[src/hw/rtl/plcm_pkg.sv]
package plcm_pkg;

    localparam int unsigned QW = 16;      // Q1.15 value width
    localparam int unsigned STOP_W = 64;
    localparam int unsigned SEG_W = 3;

    localparam logic [3:0] CFG_STOP_COUNT   = 4'd0;
    localparam logic [3:0] CFG_BAKE_ENTRIES = 4'd1;
    localparam logic [3:0] CFG_STOP_BASE    = 4'd2;

    localparam logic [2:0]  STOP_COUNT_RESET   = 3'd2;
    localparam logic [12:0] BAKE_ENTRIES_RESET = 13'd256;
    localparam logic [63:0] STOP1_RESET        = 64'h8000_8000_8000_8000;

    typedef enum logic [1:0] {
        KIND_BLACK,
        KIND_STOP,
        KIND_INTERP
    } plcm_kind_t;

    typedef struct packed {
        logic        op;
        logic [15:0] position;
        logic [11:0] entry_index;
    } plcm_in_t;

    typedef struct packed {
        logic [7:0] red;
        logic [7:0] green;
        logic [7:0] blue;
    } plcm_out_t;

    // classified item handed from front to back
    typedef struct packed {
        plcm_kind_t       kind;
        logic [SEG_W-1:0] seg;
        logic [QW-1:0]    dt;
        logic [QW-1:0]    w;
    } plcm_item_t;

endpackage

[src/hw/rtl/plcm_fifo.sv]
module plcm_fifo (
    input  logic                 clk,
    input  logic                 rst_n,
    input  logic                 push,
    input  plcm_pkg::plcm_item_t din,
    output logic                 full,
    input  logic                 pop,
    output plcm_pkg::plcm_item_t dout,
    output logic                 empty
);

    localparam int unsigned DEPTH = 4;
    localparam int unsigned PW    = $clog2(DEPTH);

    plcm_pkg::plcm_item_t mem [DEPTH];
    logic [PW-1:0]        wr_ptr_reg;
    logic [PW-1:0]        rd_ptr_reg;
    logic [PW:0]          count_reg;
    logic [PW:0]          count_next;

    assign full  = (count_reg == (PW + 1)'(DEPTH));
    assign empty = (count_reg == '0);
    assign dout  = mem[rd_ptr_reg];

    always_comb
    begin
        count_next = count_reg;
        if (push && !pop)
            count_next = count_reg + 1'b1;
        else if (pop && !push)
            count_next = count_reg - 1'b1;
    end

    always_ff @(posedge clk or negedge rst_n)
    begin
        if (!rst_n)
        begin
            wr_ptr_reg <= '0;
            rd_ptr_reg <= '0;
            count_reg  <= '0;
        end
        else
        begin
            if (push)
                wr_ptr_reg <= wr_ptr_reg + 1'b1;
            if (pop)
                rd_ptr_reg <= rd_ptr_reg + 1'b1;
            count_reg <= count_next;
        end
    end

    always_ff @(posedge clk)
    begin
        if (push)
        begin
            mem[wr_ptr_reg] <= din;
        end
    end

endmodule

[config.mk]
export PLATFORM = sky130hd
export DESIGN_NAME = plcm_fifo
export DESIGN_NICKNAME = d
export VERILOG_FILES = /design/src/hw/rtl/plcm_pkg.sv /design/src/hw/rtl/plcm_fifo.sv
export SDC_FILE = /design/constraint.sdc
export NUM_CORES = 1
export LEC_CHECK = 0
export ABC_AREA = 1
export BUFFER_PORTS_ARGS = -buffer_cell sky130_fd_sc_hd__buf_4
export CAP_MARGIN = 20
export CORE_ASPECT_RATIO = 2
export CORE_MARGIN = 10
export CORE_UTILIZATION = 57
export DETAILED_ROUTE_END_ITERATION = 8
export GPL_TIMING_DRIVEN = 0
export PLACE_DENSITY = 0.84
export SLEW_MARGIN = 5
export SYNTH_ARGS = -nofsm -noshare
export SYNTH_HDL_FRONTEND = slang
export SYNTH_SLANG_ARGS = --single-unit
[constraint.sdc]
create_clock -name clk -period 2.13 [get_ports clk]
set_clock_uncertainty 0.15 [all_clocks]
set_input_delay 0.5325 -clock clk [delete_from_list [all_inputs] [get_ports clk]]
set_output_delay 0.5325 -clock clk [all_outputs]
set_load 0.005 [all_outputs]
### Yosys cells after proc, flatten, opt, wreduce, memory -nomap -nowiden

Memory sizes are Yosys's and may differ from the RTL's.
Index checks and enable logic that the tools add are counted.

| storage, ports and cells | value |
|---|---|
| register bits | 7 |
| bits in writable memories | 148 |
| input bits | 41 |
| output and inout port bits | 39 |
| memories kept | 1 |

Memory list:

| name | words | width | read ports | clocked after Yosys merged registers in | wr ports | RTL line | source |
|---|---|---|---|---|---|---|---|
| mem | 4 | 37 | 1 | 0 | 1 | plcm_fifo.sv:15 | `plcm_pkg::plcm_item_t mem [DEPTH];` |

| cells by class | value |
|---|---|
| add/sub/neg operators | 4 |
| equality and inequality tests | 1 |
| mux-type cells | 4 |
| reductions and logical operators | 6 |

Operators by type and width:

| kind | number |
|---|---|
| $mux 3 | 2 |
| $add 2x1->2 const B | 2 |
| $add 3x1->3 const B | 1 |
| $eq 3x3->1 const B | 1 |
| $logic_not 3->1 | 1 |
| $sub 3x1->3 const B | 1 |
| $logic_and 1x1->1 | 2 |
| $logic_not 1->1 | 2 |
| $mux 1 | 2 |
| $reduce_bool 2->1 | 1 |

### Depth between registers and ports, before layout

Gate-level depths: netlist of run 1.

| depth | value |
|---|---|
| depth in word-level cells | 4 |
| gate-level depth with buffers | 9 |
| depth with buffers taken out | 9 |

### Worst setup path after synthesis of run 1

OpenSTA, ideal clock, no wires.

| timing path | value |
|---|---|
| path type | input-to-reg |
| from | in push |
| to | mem mem[0][0] (netlist name) (enable) |
| library setup time | 0.392 ns |
| data arrival time | 1.551 ns |
| required time | 1.588 ns |
| path slack | 0.038 ns |
| stages on the path | 3 |
| buffers on the path | 1 |
| cell sequence | clkbuf_1 nand2_1 inv_1 |

| between the ends | value |
|---|---|
| longest elaborated chain between the ends | 2 |

Ends and longest elaborated chain:

| element | RTL line | source |
|---|---|---|
| start, declared | plcm_fifo.sv:4 | `input logic push,` |
| $mux 1 | plcm_fifo.sv:54 | `if (push)` |
| $mux 1 (not written as such) | plcm_fifo.sv:56 | `mem[wr_ptr_reg] <= din;` |
| end, declared | plcm_fifo.sv:15 |  |

No other way between the ends.

==> results.md, run 1 <==
* Slew HR at 63.6%
* Floorplan Core Area at 10900 sq um
* Detailed Routing Iterations Pass 1 at 5
* Count of inserted antenna diode cells at 0
* Latest clock arrival within the worst-skew pair at 420 ps
* Post-Syn Area per Cell at 13.3 sq um
* Number of levels in the clock H-tree at 4
* Seq. cell area at 4620 sq um
* Nature of the critical path endpoint: output port
* Total routing usage reported by global routing at 18.7%
* Leading cell types by total area after synthesis: sky130_fd_sc_hd__edfxtp_1 (70%), sky130_fd_sc_hd__nand2_1 (7.3%), sky130_fd_sc_hd__o211ai_1 (7.3%), sky130_fd_sc_hd__inv_1 (5.1%), sky130_fd_sc_hd__dfrtp_1 (2.7%)
* Number of nets at the end of the flow at 632
* Num CTS Buffers at 17
* Clock tree from TritonCTS: built
* Max reg flops at 148
* Post-detailed-route wirelength per cell at 19.7 um
* Leakage at 0.00337 uW
* Max stage delay on crit path at 370 ps
* EDFF count, synth at 148
* Cell taking the most area after synthesis: sky130_fd_sc_hd__edfxtp_1
* Routed Wire Length at 14.5 mm
* Via count normalized by instance count at 5.48
* Iteration-0 DRC Markers at 248
* Critical Path Start Type: flop
* Cell Chain, Critical Path: buf_6, clkbuf_16, buf_12, o211ai_1, nand2_1, buf_6
* Hold Slack at 162 ps
* Violated checks: negative setup slack
* Required time at the endpoint of the critical path at 1450 ps
* Count of antenna-violating nets left after detailed routing at 0
* Pins Over Slew Limit at 0
* Fill cell count at 678
* Post-route standard cell area excluding fillers at 8130 sq um
* Power per Cell Area at 1500 nW/um^2
* Hold Fails Final Rpt at 0
* Post-place instance area at 7240 sq um
* Portion of the post-synthesis area used by sequential elements at 72.5%
* Min setup slack post-route at -200 ps
* Most instantiated cells after synthesis: sky130_fd_sc_hd__edfxtp_1 (148), sky130_fd_sc_hd__nand2_1 (124), sky130_fd_sc_hd__inv_1 (86), sky130_fd_sc_hd__o211ai_1 (62)
* Post-detailed-route DRC marker count at 0
* Total gr overflow at 0
* Instance count of the mapped netlist at 480
* Post-synthesis cell type count at 18
* Worst Path Class, Setup: flop to output port
* Synthesized Nets at 527
* RSZ-0062 raised after global routing: true
* Initial cell density of the core at 58.2%
* Status: finished, violations left
* Number of post-CTS setup repair buffers at 0
* Combined area of the multi-input logic cells at 1240 sq um
* Worst path bufs/invs at 4
* Number of storage elements in the synthesis netlist at 155
* Maximum Capacitance Violations at 0
* Horizontal extent of the die at 94.8 um
* Slowest stage cell, crit path: sky130_fd_sc_hd__dfrtp_1
* First-pass GRT wire length at 22.8 mm
* Share of flip-flops with an asynchronous set or reset at 4.52%
* Crit path top cell by count: sky130_fd_sc_hd__buf_6
* Sink Count at 155
* Number of ports placed on the die boundary at 80
* Portion of the clock cycle consumed by the worst path in the final layout at 109%
* Number of global-route vias before repair at 4536
* Arrival time of the worst setup path at 1650 ps
* Proportion of netlist area held by the largest area contributor at 69.8%
* Post-DP HPWL at 9.34 mm
* Clk slew on worst S/H paths at 70 ps
* Max frequency at 429 MHz
* Die area at 16100 sq um
* Pre-CTS setup slack at 21.4 ps
* Worst hold path type: input pin to flop
* Die height at 170 um
* Root buf cell: sky130_fd_sc_hd__clkbuf_16
* Maximum number of pins on one net before global-route repair at 28
* Warnings, synthesis at 0
* Max Root-Sink Buffers at 2
* Worst Path Max Fanout at 10
* Number of placement rows at 54
* Mapped Area at 6370 sq um
* Total setup violations reported at the end of the flow at 37
* Antenna violations before repair at 0
* Number of input and output port buffers inserted at 79
* Dominant synthesized flop cell: sky130_fd_sc_hd__edfxtp_1
* Max rail drop VDD at 1.14 mV
* Post-layout total power at 12200 uW
* Cell with the most instances after synthesis: sky130_fd_sc_hd__edfxtp_1
* Signed area change from the synthesized netlist to the final layout at 27.6%
* Slew @ Worst Pin at 546 ps
* Largest delay share family, worst path: buffers and inverters
* GPL Wtd Cong at 0.794
* Share of post-route cells with drive strength above 1 at 26.8%
* Shortest clock period the worst path allows after layout at 2330 ps
* Routed via count at 4047
## metrics by stage
stage	setup TNS, ps	util (%)	std cells
floorplan	0	-	480
global placement	-86600	65.2	699
detailed placement	0	66.2	703
CTS	-5890	73.1	736
global route	-7980	74.3	738
finish	-5580	74.3	738
## area by class of cell
cell class | count | share of cell area, %
Clock buffer | 18 | 5.28
Tap cell | 140 | 2.16
Clock inverter | 14 | 2.71
Sequential cell | 155 | 56.8
Timing Repair Buffer | 86 | 10.4
Inverter | 86 | 3.97
Multi-Input combinational cell | 213 | 15.3
Buffer | 26 | 3.37
## placed cells by master, fill, tap and decap left out, drive strengths merged
master,n
nand2,124
clkinv,6
bufinv,5
nand3,1
inv,88
xor2,3
buf,108
dfrtp,7
clkbuf,21
xnor2,1
fa,1
nor3,2
edfxtp,148
o211ai,74
o21ai,1
dlygate4sd3,1
clkinvlp,1
nand4,1
ha,5
## worst paths after layout
| path | start | endpoint | slack (ps) | cells past startpoint |
|---|---|---|---|---|
| max | rd_ptr_reg[0]$_DFFE_PN0P_ | dout[5] | -200 | 6 |
| min | din[9] | mem[1][9]$_DFFE_PP_ | 160 | 1 |
| max reg2reg | wr_ptr_reg[1]$_DFFE_PN0P_ | mem[1][18]$_DFFE_PP_ | 210 | 5 |
| min reg2reg | count_reg[2]$_DFFE_PN0P_ | count_reg[2]$_DFFE_PN0P_ | 380 | 2 |
| max in group asynchronous | rst_n | count_reg[0]$_DFFE_PN0P_ | 1370 | 2 |
| min in group asynchronous | rst_n | count_reg[1]$_DFFE_PN0P_ | 330 | 2 |
## where the power goes
part	total (uW)	switching, uW	internal (uW)
clock network	3270	1180	2090
logic	4740	2530	2210
registers	4190	193	4000
total	12200	3900	8300
## routing by layer
layer	vias up	part of all wire, %	track usage (%)
li1	1869	-	-
met1	1988	34	18.3
met2	161	58	34.6
met3	29	5.8	4.30
met4	0	2.3	10.2
met5	-	0	0
## cell families (layout without fill, tap and decap cells)
family                     Yosys count  count (layout)  synth area share [%]
DFF                                155             155                  72.5
and+or+nand+nor                    128             128                  7.64
buffers and inverters              112             230                  8.25
AOI/OAI and AO/OA                   75              75                  9.74
adders and majority gates            6               6                  1.30
xor gates and xnor gates             4               4                 0.550
## what timing repair did
item	4_1_cts	5_1_grt
hold endpoints to repair	7	0
pin swaps	30	39
hold buffers	1	0
endpoints found under the setup margin	37	37
resized for setup	30	17
gates cloned	0	2
Note: power is estimated with default switching activity, not from simulation.
==> inputs of run 2 (changes only) <==
Settings changed: RECOVER_POWER set to 25.
==> results.md, run 2 (same netlist as run 1, synthesis figures left out) <==
* Status: finished, violations left
* Violated checks: negative setup slack
* Worst hold path type: input pin to flop
* Number of input and output port buffers inserted at 79 (unchanged)
* First-pass GRT wire length at 22.8 mm (unchanged)
* Min-Delay Startpoint: pop
* Post-layout total power at 12200 uW (about the same)
* Share of post-route cells with drive strength above 1 at 23.2% (-3.5 points)
* Max Root-Sink Buffers at 2 (unchanged)
* Shortest clock period the worst path allows after layout at 2340 ps (+6.71 ps)
* Via count normalized by instance count at 5.48 (about the same)
* Number of global-route vias before repair at 4536 (unchanged)
* Number of placement rows at 54 (unchanged)
* Number of levels in the clock H-tree at 4 (unchanged)
* Number of nets at the end of the flow at 632 (unchanged)
* Latest clock arrival within the worst-skew pair at 420 ps (about the same)
* Critical Path Start Type: flop
* Maximum number of pins on one net before global-route repair at 28 (unchanged)
* Count of antenna-violating nets left after detailed routing at 0 (unchanged)
* Max frequency at 428 MHz (-0.29%)
* Worst Path Class, Setup: flop to output port
* Clock tree from TritonCTS: built
* GPL Wtd Cong at 0.794 (unchanged)
* Highest-count cells in the layout ignoring fill and taps: sky130_fd_sc_hd__edfxtp_1 (148), sky130_fd_sc_hd__nand2_1 (121), sky130_fd_sc_hd__inv_1 (82)
* CP startpoint: rd_ptr_reg[0]$_DFFE_PN0P_
* Beginning of the worst register-to-register path: wr_ptr_reg[1]$_DFFE_PN0P_
* Portion of the clock cycle consumed by the worst path in the final layout at 110% (+0.32 points)
* Signed area change from the synthesized netlist to the final layout at 26.4%
* Post-detailed-route DRC marker count at 0 (unchanged)
* Most common cell after layout, fill and taps aside: sky130_fd_sc_hd__edfxtp_1
* Number of ports placed on the die boundary at 80 (unchanged)
* Worst Path Max Fanout at 7 (-3)
* Pins Over Slew Limit at 0 (unchanged)
* Post-detailed-route wirelength per cell at 19.8 um (+0.37%)
* Hold Fails Final Rpt at 0 (unchanged)
* Hold Slack at 166 ps (+3.37 ps)
* Maximum Capacitance Violations at 0 (unchanged)
* Initial cell density of the core at 58.2% (unchanged)
* Slew @ Worst Pin at 537 ps (-8.99 ps)
* Nature of the critical path endpoint: output port
* Root buf cell: sky130_fd_sc_hd__clkbuf_16
* Clk slew on worst S/H paths at 60 ps (about the same)
* Total routing usage reported by global routing at 18.7% (unchanged)
* Routed via count at 4053 (+0.15%)
* Max reg flops at 148 (unchanged)
* Sink Count at 155 (unchanged)
* Required time at the endpoint of the critical path at 1450 ps (about the same)
* Iteration-0 DRC Markers at 301 (+21%)
* Power per Cell Area at 1520 nW/um^2 (+0.95%)
* Arrival time of the worst setup path at 1650 ps (about the same)
* Max rail drop VDD at 1.14 mV (+0.23%)
* Routed Wire Length at 14.6 mm (+0.50%)
* Num CTS Buffers at 17 (unchanged)
* Leakage at 0.00329 uW (-2.3%)
* Floorplan Core Area at 10900 sq um (unchanged)
* Antenna violations before repair at 1 (+1)
* Min setup slack post-route at -206 ps (-6.71 ps)
* Slew HR at 64.2% (+0.60 points)
* Detailed Routing Iterations Pass 1 at 5 (unchanged)
* Total setup violations reported at the end of the flow at 37 (unchanged)
* Die height at 170 um (unchanged)
* Horizontal extent of the die at 94.8 um (unchanged)
* Post-DP HPWL at 9.34 mm (unchanged)
* Total gr overflow at 0 (unchanged)
* Die area at 16100 sq um (unchanged)
* RSZ-0062 raised after global routing: true
-- run 2: cell count changes in the layout (fill, tap and decap cells not counted), sizes merged --
cell | previous run | this run
buf | 108 | 87
clkbuf | 21 | 42
diode | 0 | 1
-- run 2: timing repair --
action                                  CTS  global route
endpoints found under the hold margin     7             0
pin swaps                                30            39
setup buffers                             0             0
gates resized for setup                  30            17
endpoints found under the setup margin   37            37
gates cloned                              0             2
hold buffers                              1             0
-- run 2: worst max-delay path, stage by stage (launching register included) --
cell                       delay [ps]
sky130_fd_sc_hd__dfrtp_1          370
sky130_fd_sc_hd__buf_6            130
sky130_fd_sc_hd__buf_12           140
sky130_fd_sc_hd__buf_12           130
sky130_fd_sc_hd__o211ai_1         200
sky130_fd_sc_hd__nand2_1          130
sky130_fd_sc_hd__buf_6            140
-- run 2: worst paths after layout --
kind | to | slack [ps] | cells past startpoint
setup / recovery | dout[11] | -210 | 6
setup reg to reg | mem[1][18]$_DFFE_PP_ | 200 | 5
hold / removal | rd_ptr_reg[0]$_DFFE_PN0P_ | 170 | 2
max in group asynchronous | count_reg[0]$_DFFE_PN0P_ | 1380 | 2
hold reg to reg | count_reg[2]$_DFFE_PN0P_ | 380 | 2
min in group asynchronous | count_reg[1]$_DFFE_PN0P_ | 330 | 2
-- run 2: stage by stage --
step                util, %  cells  setup WS, ps  cell area (sq um)  TNS, ps
finish                 73.6    739          -206               8050    -5750
global route           73.6    739          -291               8050    -7990
CTS                    73.1    736          -201               8010    -5890
detailed placement     66.2    703          21.4               7240        0
global placement       65.2    699          -608               7140   -86600
floorplan                 -    480          37.9               6370        0
-- run 2: per-layer routing --
metal / GRT usage, % / part of all wire (%) / up-vias
met5: 0 / 0 / -
met1: 18.3 / 35 / 2003
met3: 4.30 / 5.3 / 32
li1: - / - / 1870
met2: 34.6 / 57 / 148
met4: 10.2 / 2.5 / 0
-- run 2: where the power goes --
part / internal, uW / leakage, uW / switching [uW]
Combinational: 2200 / 0.00153 / 2540
Clock: 2090 / 0.000315 / 1190
Sequential: 4000 / 0.00144 / 193
-- run 2: area by class of cell --
class / count / area [sq um]
sequential: 155 / 4620
fill: 700 / 2890
multi-input combinational: 213 / 1240
timing repair buffer: 86 / 767
clock buffer: 18 / 429
inverter: 86 / 323
buffer: 26 / 274
clock inverter: 14 / 220
tap: 140 / 175
antenna: 1 / 2.50
