### config.mk
export PLATFORM = sky130hd
export DESIGN_NAME = plcm_front
export DESIGN_NICKNAME = d
export VERILOG_FILES = /design/src/hw/rtl/plcm_pkg.sv /design/src/hw/rtl/plcm_div.sv /design/src/hw/rtl/plcm_front.sv
export SDC_FILE = /design/constraint.sdc
export NUM_CORES = 2
export LEC_CHECK = 0
export ABC_AREA = 1
export BUFFER_PORTS_ARGS = -buffer_cell sky130_fd_sc_hd__buf_4
export CAP_MARGIN = 20
export CORE_UTILIZATION = 46
export CTS_BUF_LIST = sky130_fd_sc_hd__clkbuf_4 sky130_fd_sc_hd__clkbuf_8 sky130_fd_sc_hd__clkbuf_16
export CTS_CLUSTER_SIZE = 28
export DETAILED_ROUTE_END_ITERATION = 12
export PLACE_DENSITY = 0.75
export RECOVER_POWER = 50
export SYNTH_ARGS = -nofsm -noshare
export SYNTH_HDL_FRONTEND = slang
export SYNTH_SLANG_ARGS = --single-unit
export TNS_END_PERCENT = 5
### constraint.sdc
create_clock -name clk -period 28.6 [get_ports clk]
set_input_delay 2.86 -clock clk [delete_from_list [all_inputs] [get_ports clk]]
set_output_delay 2.86 -clock clk [all_outputs]
set_load 0.05 [all_outputs]
### src/hw/rtl/plcm_pkg.sv
package plcm_pkg;

    localparam int unsigned QW = 16;      // Q1.15 value width
    localparam int unsigned STOP_W = 64;
    localparam int unsigned SEG_W = 3;

    localparam logic [3:0] CFG_STOP_COUNT   = 4'd0;
    localparam logic [3:0] CFG_BAKE_ENTRIES = 4'd1;
    localparam logic [3:0] CFG_STOP_BASE    = 4'd2;

    localparam logic [2:0]  STOP_COUNT_RESET   = 3'd2;
    localparam logic [12:0] BAKE_ENTRIES_RESET = 13'd256;
    localparam logic [63:0] STOP1_RESET        = 64'h8000_8000_8000_8000;

    typedef enum logic [1:0] {
        KIND_BLACK,
        KIND_STOP,
        KIND_INTERP
    } plcm_kind_t;

    typedef struct packed {
        logic        op;
        logic [15:0] position;
        logic [11:0] entry_index;
    } plcm_in_t;

    typedef struct packed {
        logic [7:0] red;
        logic [7:0] green;
        logic [7:0] blue;
    } plcm_out_t;

    // classified item handed from front to back
    typedef struct packed {
        plcm_kind_t       kind;
        logic [SEG_W-1:0] seg;
        logic [QW-1:0]    dt;
        logic [QW-1:0]    w;
    } plcm_item_t;

endpackage

### src/hw/rtl/plcm_div.sv
module plcm_div #(
    parameter int unsigned DEN_W  = 16,
    parameter int unsigned SIDE_W = 1
) (
    input  logic                            clk,
    input  logic                            rst_n,
    input  logic                            en,
    input  logic                            in_valid,
    input  logic [DEN_W+plcm_pkg::QW-1:0]   num,
    input  logic [DEN_W-1:0]                den,
    input  logic [SIDE_W-1:0]               side,
    output logic                            out_valid,
    output logic [plcm_pkg::QW-1:0]         quo,
    output logic [SIDE_W-1:0]               out_side
);

    localparam int unsigned QW    = plcm_pkg::QW;
    localparam int unsigned NUM_W = DEN_W + QW;

    logic [NUM_W-1:0]  rem_reg  [QW];
    logic [DEN_W-1:0]  den_reg  [QW];
    logic [QW-1:0]     q_reg    [QW];
    logic [SIDE_W-1:0] side_reg [QW];
    logic              vld_reg  [QW];

    // one quotient bit per stage, MSB first
    for (genvar k = 0; k < QW; k++) begin : g_stage
        logic [NUM_W-1:0]  rem_in;
        logic [DEN_W-1:0]  den_in;
        logic [QW-1:0]     q_in;
        logic [SIDE_W-1:0] side_in;
        logic              vld_in;
        logic [NUM_W-1:0]  trial;
        logic              ge;
        logic [NUM_W-1:0]  rem_next;
        logic [QW-1:0]     q_next;

        if (k == 0) begin : g_first
            assign rem_in  = num;
            assign den_in  = den;
            assign q_in    = '0;
            assign side_in = side;
            assign vld_in  = in_valid;
        end
        else begin : g_rest
            assign rem_in  = rem_reg[k-1];
            assign den_in  = den_reg[k-1];
            assign q_in    = q_reg[k-1];
            assign side_in = side_reg[k-1];
            assign vld_in  = vld_reg[k-1];
        end

        always_comb
        begin
            trial    = NUM_W'(den_in) << (QW - 1 - k);
            ge       = (rem_in >= trial);
            rem_next = ge ? (rem_in - trial) : rem_in;
            q_next   = q_in;
            q_next[QW-1-k] = ge;
        end

        always_ff @(posedge clk or negedge rst_n)
        begin
            if (!rst_n)
            begin
                vld_reg[k] <= 1'b0;
            end
            else if (en)
            begin
                vld_reg[k] <= vld_in;
            end
        end

        always_ff @(posedge clk)
        begin
            if (en)
            begin
                rem_reg[k]  <= rem_next;
                den_reg[k]  <= den_in;
                q_reg[k]    <= q_next;
                side_reg[k] <= side_in;
            end
        end
    end

    assign out_valid = vld_reg[QW-1];
    assign quo       = q_reg[QW-1];
    assign out_side  = side_reg[QW-1];

endmodule

### src/hw/rtl/plcm_front.sv
module plcm_front #(
    parameter int unsigned MAX_STOPS        = 6,
    parameter int unsigned MAX_BAKE_ENTRIES = 4096
) (
    input  logic                          clk,
    input  logic                          rst_n,
    input  logic                          sample_valid,
    input  plcm_pkg::plcm_in_t            sample,
    output logic                          sample_stall,
    input  logic [2:0]                    stop_count,
    input  logic [12:0]                   bake_entries,
    input  logic [MAX_STOPS-1:0][63:0]    stops,
    output logic                          item_valid,
    output plcm_pkg::plcm_item_t          item,
    input  logic                          item_full
);

    localparam int unsigned QW     = plcm_pkg::QW;
    localparam int unsigned DW     = $clog2(MAX_BAKE_ENTRIES);
    localparam int unsigned SIDE_W = QW + 1;

    logic                 en;
    logic [12:0]          n_eff;
    logic [12:0]          nm1_wide;
    logic [DW-1:0]        nm1;
    logic [DW-1:0]        idx_c;
    logic                 use_div;
    logic [QW-1:0]        pos_side;
    logic                 d_valid;
    logic [QW-1:0]        d_quo;
    logic [SIDE_W-1:0]    d_side;
    logic [QW-1:0]        t;
    logic [2:0]           ns;
    logic [QW-1:0]        p_last;
    plcm_pkg::plcm_item_t cls_next;
    plcm_pkg::plcm_item_t cls_reg;
    logic                 cls_valid_reg;

    assign en           = !(cls_valid_reg && item_full);
    assign sample_stall = !en;

    always_comb
    begin
        if (bake_entries == 13'd0)
            n_eff = 13'd1;
        else if (bake_entries > 13'(MAX_BAKE_ENTRIES))
            n_eff = 13'(MAX_BAKE_ENTRIES);
        else
            n_eff = bake_entries;
        nm1_wide = n_eff - 13'd1;
        nm1      = nm1_wide[DW-1:0];
        if (13'(sample.entry_index) > nm1_wide)
            idx_c = nm1;
        else
            idx_c = DW'(sample.entry_index);
        use_div  = sample.op && (n_eff != 13'd1);
        pos_side = sample.op ? '0 : sample.position;
    end

    plcm_div #(
        .DEN_W  (DW),
        .SIDE_W (SIDE_W)
    ) u_bake_div (
        .clk       (clk),
        .rst_n     (rst_n),
        .en        (en),
        .in_valid  (sample_valid),
        .num       ((DW + QW)'({idx_c, 15'b0})),
        .den       (nm1),
        .side      ({use_div, pos_side}),
        .out_valid (d_valid),
        .quo       (d_quo),
        .out_side  (d_side)
    );

    // segment search; lowest matching segment wins
    always_comb
    begin
        t  = d_side[QW] ? d_quo : d_side[QW-1:0];
        ns = (stop_count > 3'(MAX_STOPS)) ? 3'(MAX_STOPS) : stop_count;
        p_last = '0;
        for (int j = 0; j < MAX_STOPS; j++)
        begin
            if (ns == 3'(j + 1))
                p_last = stops[j][63:48];
        end
        cls_next.kind = plcm_pkg::KIND_BLACK;
        cls_next.seg  = '0;
        cls_next.dt   = '0;
        cls_next.w    = '0;
        if (ns == 3'd0)
        begin
            cls_next.kind = plcm_pkg::KIND_BLACK;
        end
        else if (t <= stops[0][63:48])
        begin
            cls_next.kind = plcm_pkg::KIND_STOP;
        end
        else if (t >= p_last)
        begin
            cls_next.kind = plcm_pkg::KIND_STOP;
            cls_next.seg  = ns - 3'd1;
        end
        else
        begin
            for (int j = MAX_STOPS - 2; j >= 0; j--)
            begin
                if ((3'(j + 1) < ns) && (stops[j][63:48] <= t) && (t <= stops[j+1][63:48]))
                begin
                    cls_next.seg = 3'(j);
                    if (stops[j][63:48] == stops[j+1][63:48])
                    begin
                        cls_next.kind = plcm_pkg::KIND_STOP;
                    end
                    else
                    begin
                        cls_next.kind = plcm_pkg::KIND_INTERP;
                        cls_next.dt   = t - stops[j][63:48];
                        cls_next.w    = stops[j+1][63:48] - stops[j][63:48];
                    end
                end
            end
        end
    end

    always_ff @(posedge clk or negedge rst_n)
    begin
        if (!rst_n)
        begin
            cls_valid_reg <= 1'b0;
        end
        else if (en)
        begin
            cls_valid_reg <= d_valid;
        end
    end

    always_ff @(posedge clk)
    begin
        if (en)
        begin
            cls_reg <= cls_next;
        end
    end

    assign item_valid = cls_valid_reg;
    assign item       = cls_reg;

endmodule

---- Word-level counts from Yosys, hierarchy flattened ----
Memories as Yosys holds them, arrays and structs flattened.
Index checks and enable logic that the tools add are counted.
operators by class
  $add $sub $neg .......................... 28
  order comparisons ....................... 36
  eq/ne operators ......................... 12
  multiplexer cells ....................... 49
  reduce and logical (&&, ||, !) cells .... 16
operators with widths
  kind                                                            count
  28-bit two-way mux                                              16
  37-bit two-way mux                                              8
  16-bit less-or-equal comparator                                 11
  32-bit two-way mux                                              5
  16-bit subtractor                                               10
  16-bit two-way mux                                              8
  16-bit == test                                                  5
  28-bit by 12-bit greater-or-equal comparator with 1-bit output  1
  28-bit by 13-bit greater-or-equal comparator with 1-bit output  1
  28-bit by 14-bit greater-or-equal comparator with 1-bit output  1
  28-bit by 15-bit greater-or-equal comparator with 1-bit output  1
  28-bit by 16-bit greater-or-equal comparator with 1-bit output  1
  28-bit by 17-bit greater-or-equal comparator with 1-bit output  1
  28-bit by 18-bit greater-or-equal comparator with 1-bit output  1
  28-bit by 19-bit greater-or-equal comparator with 1-bit output  1
  28-bit by 20-bit greater-or-equal comparator with 1-bit output  1
  28-bit by 21-bit greater-or-equal comparator with 1-bit output  1
  28-bit by 22-bit greater-or-equal comparator with 1-bit output  1
  28-bit by 23-bit greater-or-equal comparator with 1-bit output  1
  28-bit by 24-bit greater-or-equal comparator with 1-bit output  1
  28-bit by 25-bit greater-or-equal comparator with 1-bit output  1
  28-bit by 26-bit greater-or-equal comparator with 1-bit output  1
  27-bit by 27-bit subtractor with 28-bit output                  1
  28-bit by 12-bit subtractor with 28-bit output                  1
  other kinds (39)                                                61
word-level totals
  bits in registers ....................... 54
  RAM bits ................................ 1168
  output and inout bits ................... 39
  memories kept ........................... 4
memory list
  memory               words  bits a word  read ports  clocked after Yosys merged registers in  wr ports  line            text
  u_bake_div.rem_reg   16     28           15          0                                        16        plcm_div.sv:20  logic [NUM_W-1:0] rem_reg [QW];
  u_bake_div.side_reg  16     17           16          0                                        16        plcm_div.sv:23  logic [SIDE_W-1:0] side_reg [QW];
  u_bake_div.q_reg     16     16           16          0                                        16        plcm_div.sv:22  logic [QW-1:0] q_reg [QW];
  u_bake_div.den_reg   16     12           15          0                                        16        plcm_div.sv:21  logic [DEN_W-1:0] den_reg [QW];

---- Logic depth before layout (Yosys ltp) ----
  word-level depth ........................ 19
  depth in mapped cells ................... 41
  gate-level depth less buffers ........... 39

---- By module ----
From an unflattened synthesis, not the netlist that was laid out.
unflattened totals
  cell total of the unflattened synthesis .. 7353
  area total of the unflattened synthesis .. 64495.6 sq um
by module, submodules not included
  module      instances  cells each  area an instance (sq um)  seq. area each (sq um)
  plcm_div    1          5217        51231.6                   30669.4
  plcm_front  1          2136        13264.0                   1136.1

---- Least setup slack after synthesis ----
No wires, ideal clock.
  path kind ............................... input to register
  start point ............................. in item_full
  end point ............................... reg u_bake_div.vld_reg, in the netlist u_bake_div.g_stage[2].vld_in
  setup time .............................. 1.223 ns
  arrival ................................. 28.884 ns
  required time ........................... 27.377 ns
  path slack .............................. -1.507 ns
  cell stages on the path ................. 4
  path buffers ............................ 2
  path through ............................ nand2_1 -> clkbuf_1 -> clkbuf_1 -> o21ai_0
between the ends
  longest elaborated chain between the ends .. 1
RTL lines
  what                             line              text
  from (decl)                      plcm_front.sv:15  input logic item_full
  1-bit logical AND                plcm_front.sv:39  assign en = !(cls_valid_reg && item_full);
  to (signal, indexed assignment)  plcm_div.sv:70    vld_reg[k] <= vld_in;
  to (decl)                        plcm_div.sv:24    logic vld_reg [QW];
No other way between the ends.
A chain may end at the register's enable or synchronous reset.

---- Final worst setup path ----
  start point ............................. in item_full
  end point ............................... out sample_stall
between the ends
  longest elaborated chain between the ends .. 1
RTL lines
  what               line              text
  1-bit logical AND  plcm_front.sv:39
  to (decl)          plcm_front.sv:9   output logic sample_stall,
No other way between the ends.

==> summary.txt <==
Power and ir drop
  • Switching power: 2.90 mW
  • Clk pwr share: 16.4%
  • Pwr dens: 126 mW/mm^2
  • Power share of the sequential group: 38.4%
  • Internal Power: 4.45 mW
  • VDD IR max: 0.0646 mV
  • Sw Ratio: 39.5%
  • Combinational power share: 45.3%
  • Tot Pwr: 7.36 mW
  • Static Leak: 24.5 nW

Route
  • Vias per Instance: 5.23
  • DR WL/cell: 16.9 um
  • WL final: 117 mm
  • DRC Markers: 0
  • Drt first pass iters: 6
  • Routed Antenna Nets: 0
  • Vias: 36219
  • DR iter-0 viols: 2638

Die
  • Placement Rows: 123
  • Die H: 339 um
  • Core ar.: 0.112 mm^2
  • DIE AREA: 0.115 mm^2
  • Initial Util: 46.4%
  • Die width: 339 um
  • I/O Pins: 472

Logic synthesis
  • Post-Syn Area: 0.0522 mm^2
  • Yosys cell types: 63
  • Yosys Warn Count: 0
  • Number of synthesized flops with an enable pin: 925
  • Top-area cell type share of the netlist area: 53.2%
  • Ys flop type: edfxtp_1
  • Synth Area per Inst: 10.2 um^2
  • Synth area leaders: edfxtp_1, ha_1, nand2_1
  • Leading area contributor after synthesis: edfxtp_1
  • Seq cells post-synth: 942
  • Async S/R FF share, synth: 1.80%
  • Syn Nets: 5952
  • Post-synthesis sequential area ratio: 54.0%
  • Synth Instances: 5105

Cells and area
  • Fillers: 9739
  • Proportion of layout cells with a drive suffix above 1: 7.71%
  • Multi-input combinational cell area: 0.0211 mm^2
  • Reg area: 0.0282 mm^2
  • Final net count: 6190
  • Synthesis-to-finish area growth: 11.9%
  • ANT cells: 0
  • Max reg flops: 300

Timing
  • Min Tclk post-route: 9350 ps
  • Clk_skew: 31.2 ps
  • Worst-margin pin slew: 3130 ps
  • Final Hold Vio Count: 0
  • TNS Setup: 0 ps
  • Final setup violation count: 0
  • Fmax: 0.107 GHz
  • Final Max Tran Viols: 88
  • Slew HR: -109%
  • RSZ-0062 raised after global routing: false
  • Final Cycle Share: 32.7%

Clocking
  • Longest Clk Path Bufs: 3
  • Post-CTS Hold Buffers: 0
  • Worst-skew pair later-pin latency: 690 ps
  • Sink Count: 942
  • Root Buffer: clkbuf_16
  • CTS clk-pin slew, worst paths: 60 ps
  • Total CTS buffers: 99
  • Post-CTS sizing: 0
  • TritonCTS clock tree: built
  • H-tree depth: 3
  • Post-CTS setup buffers: 0

Place
  • Post-DP HPWL: 89.4 mm
  • I/O Buffers: 183
  • Gpl congestion: 0.958

Status
  • Outcome: finished, violations left
  • Violated checks: capacitance limit, slew limit

Global routing
  • Grt ovf: 0
  • Vias in the first global route: 35271
  • GRT Resource Usage Total: 20.2%
  • Largest net degree at the start of global routing: 88
  • First-pass GRT wire length: 184 mm
  • Initial antenna violation count: 2

Hold path
  • HP Class: register to register

Worst setup path
  • CP Launch Type: primary input
  • Crit path required time: 25740 ps
  • WS Path Type: primary input to output pin
  • Critical Path End Type: output pin
  • Worst endpoint data arrival time: 6490 ps
  • Crit path max fanout: 87

Run
  • Max-cap viol count: 1
[critical path, cell delays in order]
cell and delay [ps]:
clkbuf_4 110, nand2_1 2170, inv_1 870, buf_4 460
[path summary, 6_finish.rpt]
kind                       slack, ps                            to  cells past startpoint                   startpoint
setup / recovery               19250                  sample_stall                      4                    item_full
hold / removal                   390      u_bake_div.q_reg[1][127]                      0     u_bake_div.q_reg[1][111]
setup reg to reg               22360                      item[29]                     20  u_bake_div.side_reg[15][16]
hold reg to reg                  390      u_bake_div.q_reg[1][127]                      0     u_bake_div.q_reg[1][111]
max in group asynchronous      25780  u_bake_div.g_stage[6].vld_in                      1                        rst_n
min in group asynchronous       2280  u_bake_div.g_stage[1].vld_in                      1                        rst_n
[metal layers]
layer / share of wire, % / wire length, um / up-vias / global-route usage (%)
met5: 0.0085 / 10 / - / 0
met2: 48 / 56100 / 1012 / 34.7
met4: 4.2 / 4950 / 2 / 9.05
li1: - / - / 18290 / -
met1: 42 / 49300 / 16680 / 25.1
met3: 5.7 / 6660 / 235 / 3.28
[cells in the final DEF (no fill, tap or decap), drive strengths merged, types with 26 or more instances in the layout]
cell type	n
inv	674
o211ai	33
nand4	65
clkinv	45
nor3	74
o21ai	396
nor4	36
nor2	348
a21oi	442
clkbuf	131
xnor2	163
edfxtp	925
nand2	855
o21bai	26
nand3	164
buf	209
ha	389
xor2	210
[power groups by stage]
stage                     clock [mW]  combinational [mW]  sequential [mW]
after detailed placement           0                3.29             2.84
after global routing            1.30                3.76             2.89
after floorplan                    0                2.50             2.96
final                           1.20                3.33             2.82
after CTS                       1.24                3.31             2.82
after global placement             0                3.19             2.81
[layout make-up]
type | instances | share of cell area [%]
clock buffers | 120 | 4.51
clock inverters | 58 | 0.756
inverters | 669 | 4.30
multi-input cells | 3411 | 36.2
flip-flops and latches | 942 | 48.3
well taps | 1500 | 3.21
repair buffers | 220 | 2.75
[cell usage after synthesis (15+ instances only)]
cell type  instances
dfrtp_1           17
o2111ai_1         15
o21ai_0          385
o211ai_1          31
xor2_1           210
nor3_1            72
nand2_1          847
o21bai_1          26
nand4_1           65
a31oi_1           15
nor4_1            36
nand3_1          161
a21oi_1          442
xnor2_1          163
clkbuf_1          67
inv_1            665
edfxtp_1         925
nor2_1           343
ha_1             389
fa_1              25
[per-stage QoR]
step           instance area [um^2]  util [%]  instances  hold slack, ps  setup slack (ps)
6_report                      58400      51.9       6920             392             19250
3_3_place_gp                  55400      49.2       6738             400             19930
2_1_floorplan                 52200         -       5105             400             12880
3_5_place_dp                  55400      49.2       6739             405             19880
5_1_grt                       58400      51.9       6920             396             18680
4_1_cts                       58500      52.0       6917             394             20600
[cells by family (layout without fill, tap and decap cells)]
family / count (synthesis) / count (layout) / synth area share, %
compound gates: 1029 / 1029 / 10.9
xor+xnor: 373 / 373 / 6.26
fa+ha+maj: 414 / 414 / 10.3
buf+inv: 752 / 1067 / 5.47
flops: 942 / 942 / 54.0
mux: 15 / 15 / 0.321
simple gates: 1580 / 1580 / 12.8
Note: power is estimated with default switching activity, not from simulation.
